==> src/hw/rtl/sv32ptw_pkg.sv <==
// ----------------------------------------------------------------------------
// sv32ptw_pkg
// Shared types, codes and entry bit positions for the Sv32 page table walker.
// ----------------------------------------------------------------------------
`default_nettype none

package sv32ptw_pkg;

  localparam int unsigned VA_W    = 32;
  localparam int unsigned PA_W    = 34;
  localparam int unsigned PTE_W   = 32;
  localparam int unsigned PPN_W   = 22;
  localparam int unsigned ACC_W   = 2;
  localparam int unsigned KIND_W  = 2;
  localparam int unsigned CAUSE_W = 3;

  // entry flag bits
  localparam int unsigned PTE_V = 0;
  localparam int unsigned PTE_R = 1;
  localparam int unsigned PTE_W_BIT = 2;
  localparam int unsigned PTE_X = 3;
  localparam int unsigned PTE_A = 6;
  localparam int unsigned PTE_D = 7;

  typedef enum logic [0:0] {
    OP_REQUEST = 1'b0,
    OP_ENTRY   = 1'b1
  } op_t;

  typedef enum logic [ACC_W-1:0] {
    ACC_READ  = 2'd0,
    ACC_WRITE = 2'd1,
    ACC_EXEC  = 2'd2
  } access_t;

  typedef enum logic [KIND_W-1:0] {
    RK_READ  = 2'd0,
    RK_DONE  = 2'd1,
    RK_FAULT = 2'd2
  } result_kind_t;

  typedef enum logic [CAUSE_W-1:0] {
    FC_NONE       = 3'd0,
    FC_INVALID    = 3'd1,
    FC_W_NO_R     = 3'd2,
    FC_NO_LEAF    = 3'd3,
    FC_PERMISSION = 3'd4,
    FC_MISALIGNED = 3'd5,
    FC_A_CLEAR    = 3'd6,
    FC_D_CLEAR    = 3'd7
  } fault_cause_t;

  typedef struct packed {
    logic               operation;
    logic [VA_W-1:0]    virtual_address;
    logic [ACC_W-1:0]   access_kind;
    logic [PTE_W-1:0]   table_entry;
  } item_t;

  typedef struct packed {
    logic               active;
    logic               level;
    logic [VA_W-1:0]    held_address;
    logic [ACC_W-1:0]   held_access;
  } walk_state_t;

  typedef struct packed {
    result_kind_t       kind;
    logic [PA_W-1:0]    address;
    fault_cause_t       cause;
    logic [PTE_W-1:0]   entry;
  } result_t;

endpackage

`default_nettype wire

==> src/hw/rtl/sv32ptw_ifs.sv <==
// ----------------------------------------------------------------------------
// sv32ptw channel interfaces
// Valid/ready channels for requests and entries, results and the root page
// number write.
// ----------------------------------------------------------------------------
`default_nettype none

interface sv32ptw_req_if;
  logic        valid;
  logic        ready;
  logic        operation;
  logic [31:0] virtual_address;
  logic [1:0]  access_kind;
  logic [31:0] table_entry;

  modport source (output valid, output operation, output virtual_address,
                  output access_kind, output table_entry, input ready);
  modport sink   (input valid, input operation, input virtual_address,
                  input access_kind, input table_entry, output ready);
endinterface

interface sv32ptw_rsp_if;
  logic        valid;
  logic        ready;
  logic [1:0]  result_kind;
  logic [33:0] address;
  logic [2:0]  fault_cause;
  logic [31:0] fault_entry;

  modport source (output valid, output result_kind, output address,
                  output fault_cause, output fault_entry, input ready);
  modport sink   (input valid, input result_kind, input address,
                  input fault_cause, input fault_entry, output ready);
endinterface

interface sv32ptw_cfg_if;
  logic        valid;
  logic        ready;
  logic [21:0] root_page_number;

  modport source (output valid, output root_page_number, input ready);
  modport sink   (input valid, input root_page_number, output ready);
endinterface

`default_nettype wire

==> src/hw/rtl/sv32ptw_step.sv <==
// ----------------------------------------------------------------------------
// sv32ptw_step
// Walk logic for one word: entry checks, next read address or physical
// address, and the next walk state.
// ----------------------------------------------------------------------------
`default_nettype none

module sv32ptw_step (
  input  sv32ptw_pkg::item_t       item,
  input  sv32ptw_pkg::walk_state_t st,
  input  logic [21:0]              root,
  output logic                     has_result,
  output sv32ptw_pkg::result_t     res,
  output sv32ptw_pkg::walk_state_t st_next
);
  import sv32ptw_pkg::*;

  logic [PTE_W-1:0] pte;
  logic             v, r, w, x, a, d;
  logic             permitted;
  logic             superpage;

  assign pte = item.table_entry;
  assign v   = pte[PTE_V];
  assign r   = pte[PTE_R];
  assign w   = pte[PTE_W_BIT];
  assign x   = pte[PTE_X];
  assign a   = pte[PTE_A];
  assign d   = pte[PTE_D];
  assign superpage = st.level;

  always_comb begin
    case (st.held_access)
      ACC_READ:  permitted = r;
      ACC_WRITE: permitted = w;
      ACC_EXEC:  permitted = x;
      default:   permitted = 1'b0;
    endcase
  end

  always_comb begin
    has_result = 1'b1;
    st_next    = st;
    res.kind    = RK_FAULT;
    res.address = '0;
    res.cause   = FC_NONE;
    res.entry   = '0;

    if (item.operation == OP_REQUEST) begin
      st_next.held_address = item.virtual_address;
      st_next.held_access  = item.access_kind;
      st_next.level        = 1'b1;
      st_next.active       = 1'b1;
      res.kind    = RK_READ;
      res.address = {root, item.virtual_address[31:22], 2'b00};
    end else if (!st.active) begin
      has_result = 1'b0;
    end else begin
      // any outcome other than a level-0 read ends the walk
      st_next.active = 1'b0;
      st_next.level  = 1'b1;
      res.entry      = pte;
      if (!v) begin
        res.cause = FC_INVALID;
      end else if (!r && w) begin
        res.cause = FC_W_NO_R;
      end else if (!r && !x) begin
        if (!st.level) begin
          res.cause = FC_NO_LEAF;
        end else begin
          st_next.active = 1'b1;
          st_next.level  = 1'b0;
          res.kind    = RK_READ;
          res.entry   = '0;
          res.address = {pte[31:10], st.held_address[21:12], 2'b00};
        end
      end else if (!permitted) begin
        res.cause = FC_PERMISSION;
      end else if (superpage && (pte[19:10] != '0)) begin
        res.cause = FC_MISALIGNED;
      end else if (!a) begin
        res.cause = FC_A_CLEAR;
      end else if ((st.held_access == ACC_WRITE) && !d) begin
        res.cause = FC_D_CLEAR;
      end else begin
        res.kind  = RK_DONE;
        res.entry = '0;
        if (superpage) begin
          res.address = {pte[31:20], st.held_address[21:0]};
        end else begin
          res.address = {pte[31:10], st.held_address[11:0]};
        end
      end
    end
  end

endmodule

`default_nettype wire

==> src/hw/rtl/sv32ptw_top.sv <==
// ----------------------------------------------------------------------------
// sv32_page_table_walker_top
// Two-level Sv32 page table walker with valid/ready word channels.
// ----------------------------------------------------------------------------
// Usage: each word on req is a translation request (operation 0) or a table
// entry returned from memory (operation 1). A request always answers with a
// read of the level-1 entry; an entry answers with the level-0 read, a page
// fault with its cause and the entry word, or the 34-bit physical address.
// An entry that arrives with no walk active produces nothing, and a request
// during a walk restarts it. A and D bits are never updated: if A is clear,
// or D is clear on a write, the walker faults. One word is taken per cycle
// while no held result waits on rsp.ready; a word goes through the input
// register and the walk logic into the result register, and its result is
// then offered on rsp. Write root_page_number only while idle.
`default_nettype none

module sv32_page_table_walker_top (
  input  logic                 clk,
  input  logic                 rst,
  sv32ptw_cfg_if.sink          cfg,
  sv32ptw_req_if.sink          req,
  sv32ptw_rsp_if.source        rsp
);
  import sv32ptw_pkg::*;

  logic        in_valid;
  item_t       in_item;
  logic        adv;
  logic [21:0] root;
  walk_state_t st;
  walk_state_t st_next;
  logic        has_result;
  result_t     res;
  logic        out_valid;
  result_t     out_res;

  assign cfg.ready = 1'b1;
  assign adv       = in_valid && (!out_valid || rsp.ready);
  assign req.ready = !in_valid || adv;

  always_ff @(posedge clk) begin
    if (rst) begin
      root <= '0;
    end else if (cfg.valid) begin
      root <= cfg.root_page_number;
    end
  end

  always_ff @(posedge clk) begin
    if (rst) begin
      in_valid <= 1'b0;
    end else if (req.ready) begin
      in_valid <= req.valid;
    end
  end

  always_ff @(posedge clk) begin
    if (req.valid && req.ready) begin
      in_item.operation       <= req.operation;
      in_item.virtual_address <= req.virtual_address;
      in_item.access_kind     <= req.access_kind;
      in_item.table_entry     <= req.table_entry;
    end
  end

  sv32ptw_step u_step (
    .item       (in_item),
    .st         (st),
    .root       (root),
    .has_result (has_result),
    .res        (res),
    .st_next    (st_next)
  );

  always_ff @(posedge clk) begin
    if (rst) begin
      st.active       <= 1'b0;
      st.level        <= 1'b1;
      st.held_address <= '0;
      st.held_access  <= '0;
    end else if (adv) begin
      st <= st_next;
    end
  end

  always_ff @(posedge clk) begin
    if (rst) begin
      out_valid <= 1'b0;
    end else if (adv) begin
      out_valid <= has_result;
    end else if (rsp.ready) begin
      out_valid <= 1'b0;
    end
  end

  always_ff @(posedge clk) begin
    if (adv && has_result) begin
      out_res <= res;
    end
  end

  assign rsp.valid       = out_valid;
  assign rsp.result_kind = out_res.kind;
  assign rsp.address     = out_res.address;
  assign rsp.fault_cause = out_res.cause;
  assign rsp.fault_entry = out_res.entry;

`ifndef SYNTHESIS
  // an idle walker always sits at level 1
  a_idle_level: assert property (@(posedge clk) disable iff (rst)
    !st.active |-> st.level)
    else $error("idle walker not at level 1");

  // a finished or faulted walk leaves the walker idle
  a_end_idle: assert property (@(posedge clk) disable iff (rst)
    (adv && has_result && (res.kind == RK_DONE || res.kind == RK_FAULT))
      |=> !st.active)
    else $error("walk still active after done or fault");

  // faults carry a cause and a zero address; no other result carries both
  a_fault_fields: assert property (@(posedge clk) disable iff (rst)
    rsp.valid |-> ((rsp.result_kind == RK_FAULT) ==
                   (rsp.fault_cause != FC_NONE && rsp.address == '0)))
    else $error("fault fields inconsistent with result kind");

  // an entry word with no walk active never produces a result
  a_idle_entry: assert property (@(posedge clk) disable iff (rst)
    (adv && !st.active && in_item.operation == OP_ENTRY) |-> !has_result)
    else $error("result produced for entry while idle");
`endif

endmodule

`default_nettype wire
==> src/flat_wrapper.sv <==
// flat-port wrapper written by rule: the top's interface ports become plain ports
module sv32_page_table_walker_top_flat import sv32ptw_pkg::*;
  (clk, rst, cfg_valid, cfg_root_page_number, cfg_ready, req_valid, req_operation, req_virtual_address, req_access_kind, req_table_entry, req_ready, rsp_valid, rsp_result_kind, rsp_address, rsp_fault_cause, rsp_fault_entry, rsp_ready);
  sv32ptw_cfg_if cfg_i ();
  sv32ptw_req_if req_i ();
  sv32ptw_rsp_if rsp_i ();
  input  logic clk;
  input  logic rst;
  input wire logic [$bits(cfg_i.valid)-1:0] cfg_valid;
  input wire logic [$bits(cfg_i.root_page_number)-1:0] cfg_root_page_number;
  output wire logic [$bits(cfg_i.ready)-1:0] cfg_ready;
  input wire logic [$bits(req_i.valid)-1:0] req_valid;
  input wire logic [$bits(req_i.operation)-1:0] req_operation;
  input wire logic [$bits(req_i.virtual_address)-1:0] req_virtual_address;
  input wire logic [$bits(req_i.access_kind)-1:0] req_access_kind;
  input wire logic [$bits(req_i.table_entry)-1:0] req_table_entry;
  output wire logic [$bits(req_i.ready)-1:0] req_ready;
  output wire logic [$bits(rsp_i.valid)-1:0] rsp_valid;
  output wire logic [$bits(rsp_i.result_kind)-1:0] rsp_result_kind;
  output wire logic [$bits(rsp_i.address)-1:0] rsp_address;
  output wire logic [$bits(rsp_i.fault_cause)-1:0] rsp_fault_cause;
  output wire logic [$bits(rsp_i.fault_entry)-1:0] rsp_fault_entry;
  input wire logic [$bits(rsp_i.ready)-1:0] rsp_ready;
  assign cfg_i.valid = cfg_valid;
  assign cfg_i.root_page_number = cfg_root_page_number;
  assign cfg_ready = cfg_i.ready;
  assign req_i.valid = req_valid;
  assign req_i.operation = req_operation;
  assign req_i.virtual_address = req_virtual_address;
  assign req_i.access_kind = req_access_kind;
  assign req_i.table_entry = req_table_entry;
  assign req_ready = req_i.ready;
  assign rsp_valid = rsp_i.valid;
  assign rsp_result_kind = rsp_i.result_kind;
  assign rsp_address = rsp_i.address;
  assign rsp_fault_cause = rsp_i.fault_cause;
  assign rsp_fault_entry = rsp_i.fault_entry;
  assign rsp_i.ready = rsp_ready;
  sv32_page_table_walker_top u_core (.clk(clk), .rst(rst), .cfg(cfg_i), .req(req_i), .rsp(rsp_i));
endmodule
==> config.mk <==
export PLATFORM = sky130hd
export DESIGN_NAME = sv32_page_table_walker_top_flat
export DESIGN_NICKNAME = d
export VERILOG_FILES = /design/src/hw/rtl/sv32ptw_pkg.sv /design/src/hw/rtl/sv32ptw_ifs.sv /design/src/hw/rtl/sv32ptw_step.sv /design/src/hw/rtl/sv32ptw_top.sv /design/src/flat_wrapper.sv
export SDC_FILE = /design/constraint.sdc
export NUM_CORES = 1
export LEC_CHECK = 0
export BUFFER_PORTS_ARGS = -buffer_cell sky130_fd_sc_hd__buf_4
export CAP_MARGIN = 0
export CORE_MARGIN = 2
export CORE_UTILIZATION = 55
export DETAILED_ROUTE_END_ITERATION = 10
export GPL_TIMING_DRIVEN = 0
export PLACE_DENSITY = 0.76
export SLEW_MARGIN = 20
export SYNTH_ARGS = -nofsm -noshare
export SYNTH_HDL_FRONTEND = slang
export SYNTH_HIERARCHICAL = 1
export SYNTH_SLANG_ARGS = --single-unit
==> constraint.sdc <==
create_clock -name clk -period 5.3 [get_ports clk]
set_input_delay 0.265 -clock clk [delete_from_list [all_inputs] [get_ports clk]]
set_output_delay 0.265 -clock clk [all_outputs]
set_load 0.01 [all_outputs]
==> impl_metrics.py <==
metrics = {
    "run_status": {
        "status": "finished, final reports clean",
    },
    "placement": {
        "dpl.cell_count": 944,
        "hpwl_um": 13100,
        "gp_congestion": 0.867,
        "portBuffers": 164,
    },
    "grt": {
        "grt_pass1_vias": 5358,
        "gr-total-overflow": 0,
        "antenna_found_initial": 0,
        "grt_max_degree": 45,
        "track_usage_pct": 24.5,
        "grt_pass1_wl_um": 27800,
    },
    "clocking": {
        "cts_tree": "built",
        "htree_levels": 4,
        "cts_buffers": 17,
        "cts_buffer_depth": 2,
        "insertion_delay_ps": 430,
        "post_cts_buffers": 0,
        "clock-sinks": 188,
        "cts_root_buf": "clkbuf_16",
        "ctsHoldBuffers": 11,
        "ctsResizeCount": 0,
        "clk_pin_slew_ps": 60,
    },
    "pwr": {
        "p_leak_nw": 4.05,
        "power_density_nw_per_um2": 311,
        "ir_drop_mv": 0.225,
    },
    "worst_setup_path": {
        "endpoint_kind": "register",
        "cp_max_fo": 10,
        "critPathKind": "reg -> reg",
        "critical-path-max-stage-delay_ps": 600,
        "path_delay_family": "compound AO/OA/AOI/OAI gates",
        "worstPathCellList": "or4_4 > o41ai_4 > a311oi_1 > clkbuf_1 > and2_1",
        "cpMaxStageDelayCell": "o41ai_4",
        "start_kind": "register",
        "required_ps": 5480,
        "cp.arrival_ps": 2940,
        "worst-path-buf-inv": 1,
    },
    "floorplan": {
        "die_w_um": 124,
        "num_rows": 43,
        "die_h_um": 124,
        "initial_utilization_pct": 56.5,
        "die-area_um2": 15300,
        "core_um2": 13900,
        "ioPinCount": 168,
    },
    "timing": {
        "max_slew.worst_pin.slew_ps": 740,
        "fin_crit_sh_pct": 52.2,
        "fin_crit_ps": 2760,
        "rsz0062_at_grt": "false",
        "max-slew-margin-rel_pct": 50.7,
        "setup_viol_count_final": 0,
        "slew_viol_final": 0,
        "hold_violations": 0,
        "max_freq_mhz": 362,
        "skew_ps": 7.28,
    },
    "detailed_routing": {
        "wl_per_cell_um": 18.4,
        "drcViolationCount": 0,
        "drt_iter0_markers": 484,
        "drt_wl_total_um": 18200,
        "routed_via_density": 5.51,
        "postRouteAntennaNets": 0,
        "first_pass_iters": 6,
        "vias": 5473,
    },
    "cells_and_area": {
        "fin_util_pct": 73.0,
        "final_cell_mix": "buf_4, edfxtp_1, nand2b_1",
        "fin_nets": 894,
        "register_area_um2": 5140,
        "instances_no_fill": 993,
        "antenna_cells": 0,
        "multi_input_area_um2": 2450,
        "final_common_cell": "buf_4",
        "final_layout_size_suffix_gt1_share_pct": 29.6,
        "area_growth_pct": 29.2,
        "fillers": 903,
    },
    "worst_hold_path": {
        "worstHoldPathType": "in -> reg",
    },
    "synthesis": {
        "syn-cell-area_um2": 7870,
        "syn_avg_cell_area_um2": 13.2,
        "synth_warnings": 6,
        "syn_nets": 690,
        "syn_inst": 596,
    },
    "job": {
        "drv_cap": 0,
    },
}
## worst reg2reg max path: stages (launching register included)
cell and delay, ps:
edfxtp_1 430, or4_4 580, o41ai_4 600, a311oi_1 330, clkbuf_1 330, and2_1 250
## final cells by class
type                       instances  share of cell area (%)
buffer                            42                    2.15
clock buffer                      26                    4.61
clock inverter                     6                   0.898
inverter                          16                   0.591
multi-input combinational        350                    24.1
sequential                       188                    50.6
tap                              180                    2.21
timing repair buffer             185                    14.8
## flip-flops by register name, summed over array words and instances (netlist names)
| register | flops |
|---|---|
| u_core/rsp.fault_cause | 3 |
| u_core/rsp.address | 34 |
| u_core/st | 26 |
| u_core/in_valid | 1 |
| u_core/in_item | 67 |
| u_core/rsp.result_kind | 2 |
| u_core/rsp.fault_entry | 32 |
| u_core/root | 22 |
| u_core/rsp.valid | 1 |
## worst paths after layout
check / startpoint / endpoint / slack (ps) / cells after the start
setup / recovery: u_core/in_item[16] / u_core/rsp.fault_entry[16] / 2540 / 5
hold / removal: req_virtual_address[10] / u_core/in_item[44] / 10 / 1
setup reg to reg: u_core/in_item[16] / u_core/rsp.fault_entry[16] / 2540 / 5
hold reg to reg: u_core/root[14] / u_core/root[14] / 500 / 2
## report_power, final
group	internal (W)	leakage (nW)	total (W)	switching, W
clock network	0.000709	0.271	0.00122	0.000508
logic	0.000142	2.01	0.000270	0.000128
registers	0.00164	1.78	0.00168	0.0000343
## per-layer routing
metal	GRT usage, %	part of all wire (%)
met5	0	0
met4	8.45	2.1
met3	4.26	6.0
met2	43.1	51
met1	30.7	41
## metrics by stage
stage	setup slack, ps	setup TNS [ps]	total power (W)	hold WS [ps]	instance area, µm²
after floorplan	948	0	0.00184	364	7870
after global placement	-571	-40390	0.00195	443	9330
after detailed placement	2560	0	0.00197	444	9440
after CTS	2550	0	0.00317	0.146	10100
after global routing	2410	0	0.00326	0.0898	10200
final	2540	0	0.00317	10.5	10200
Power figures use the tool's default switching activity.
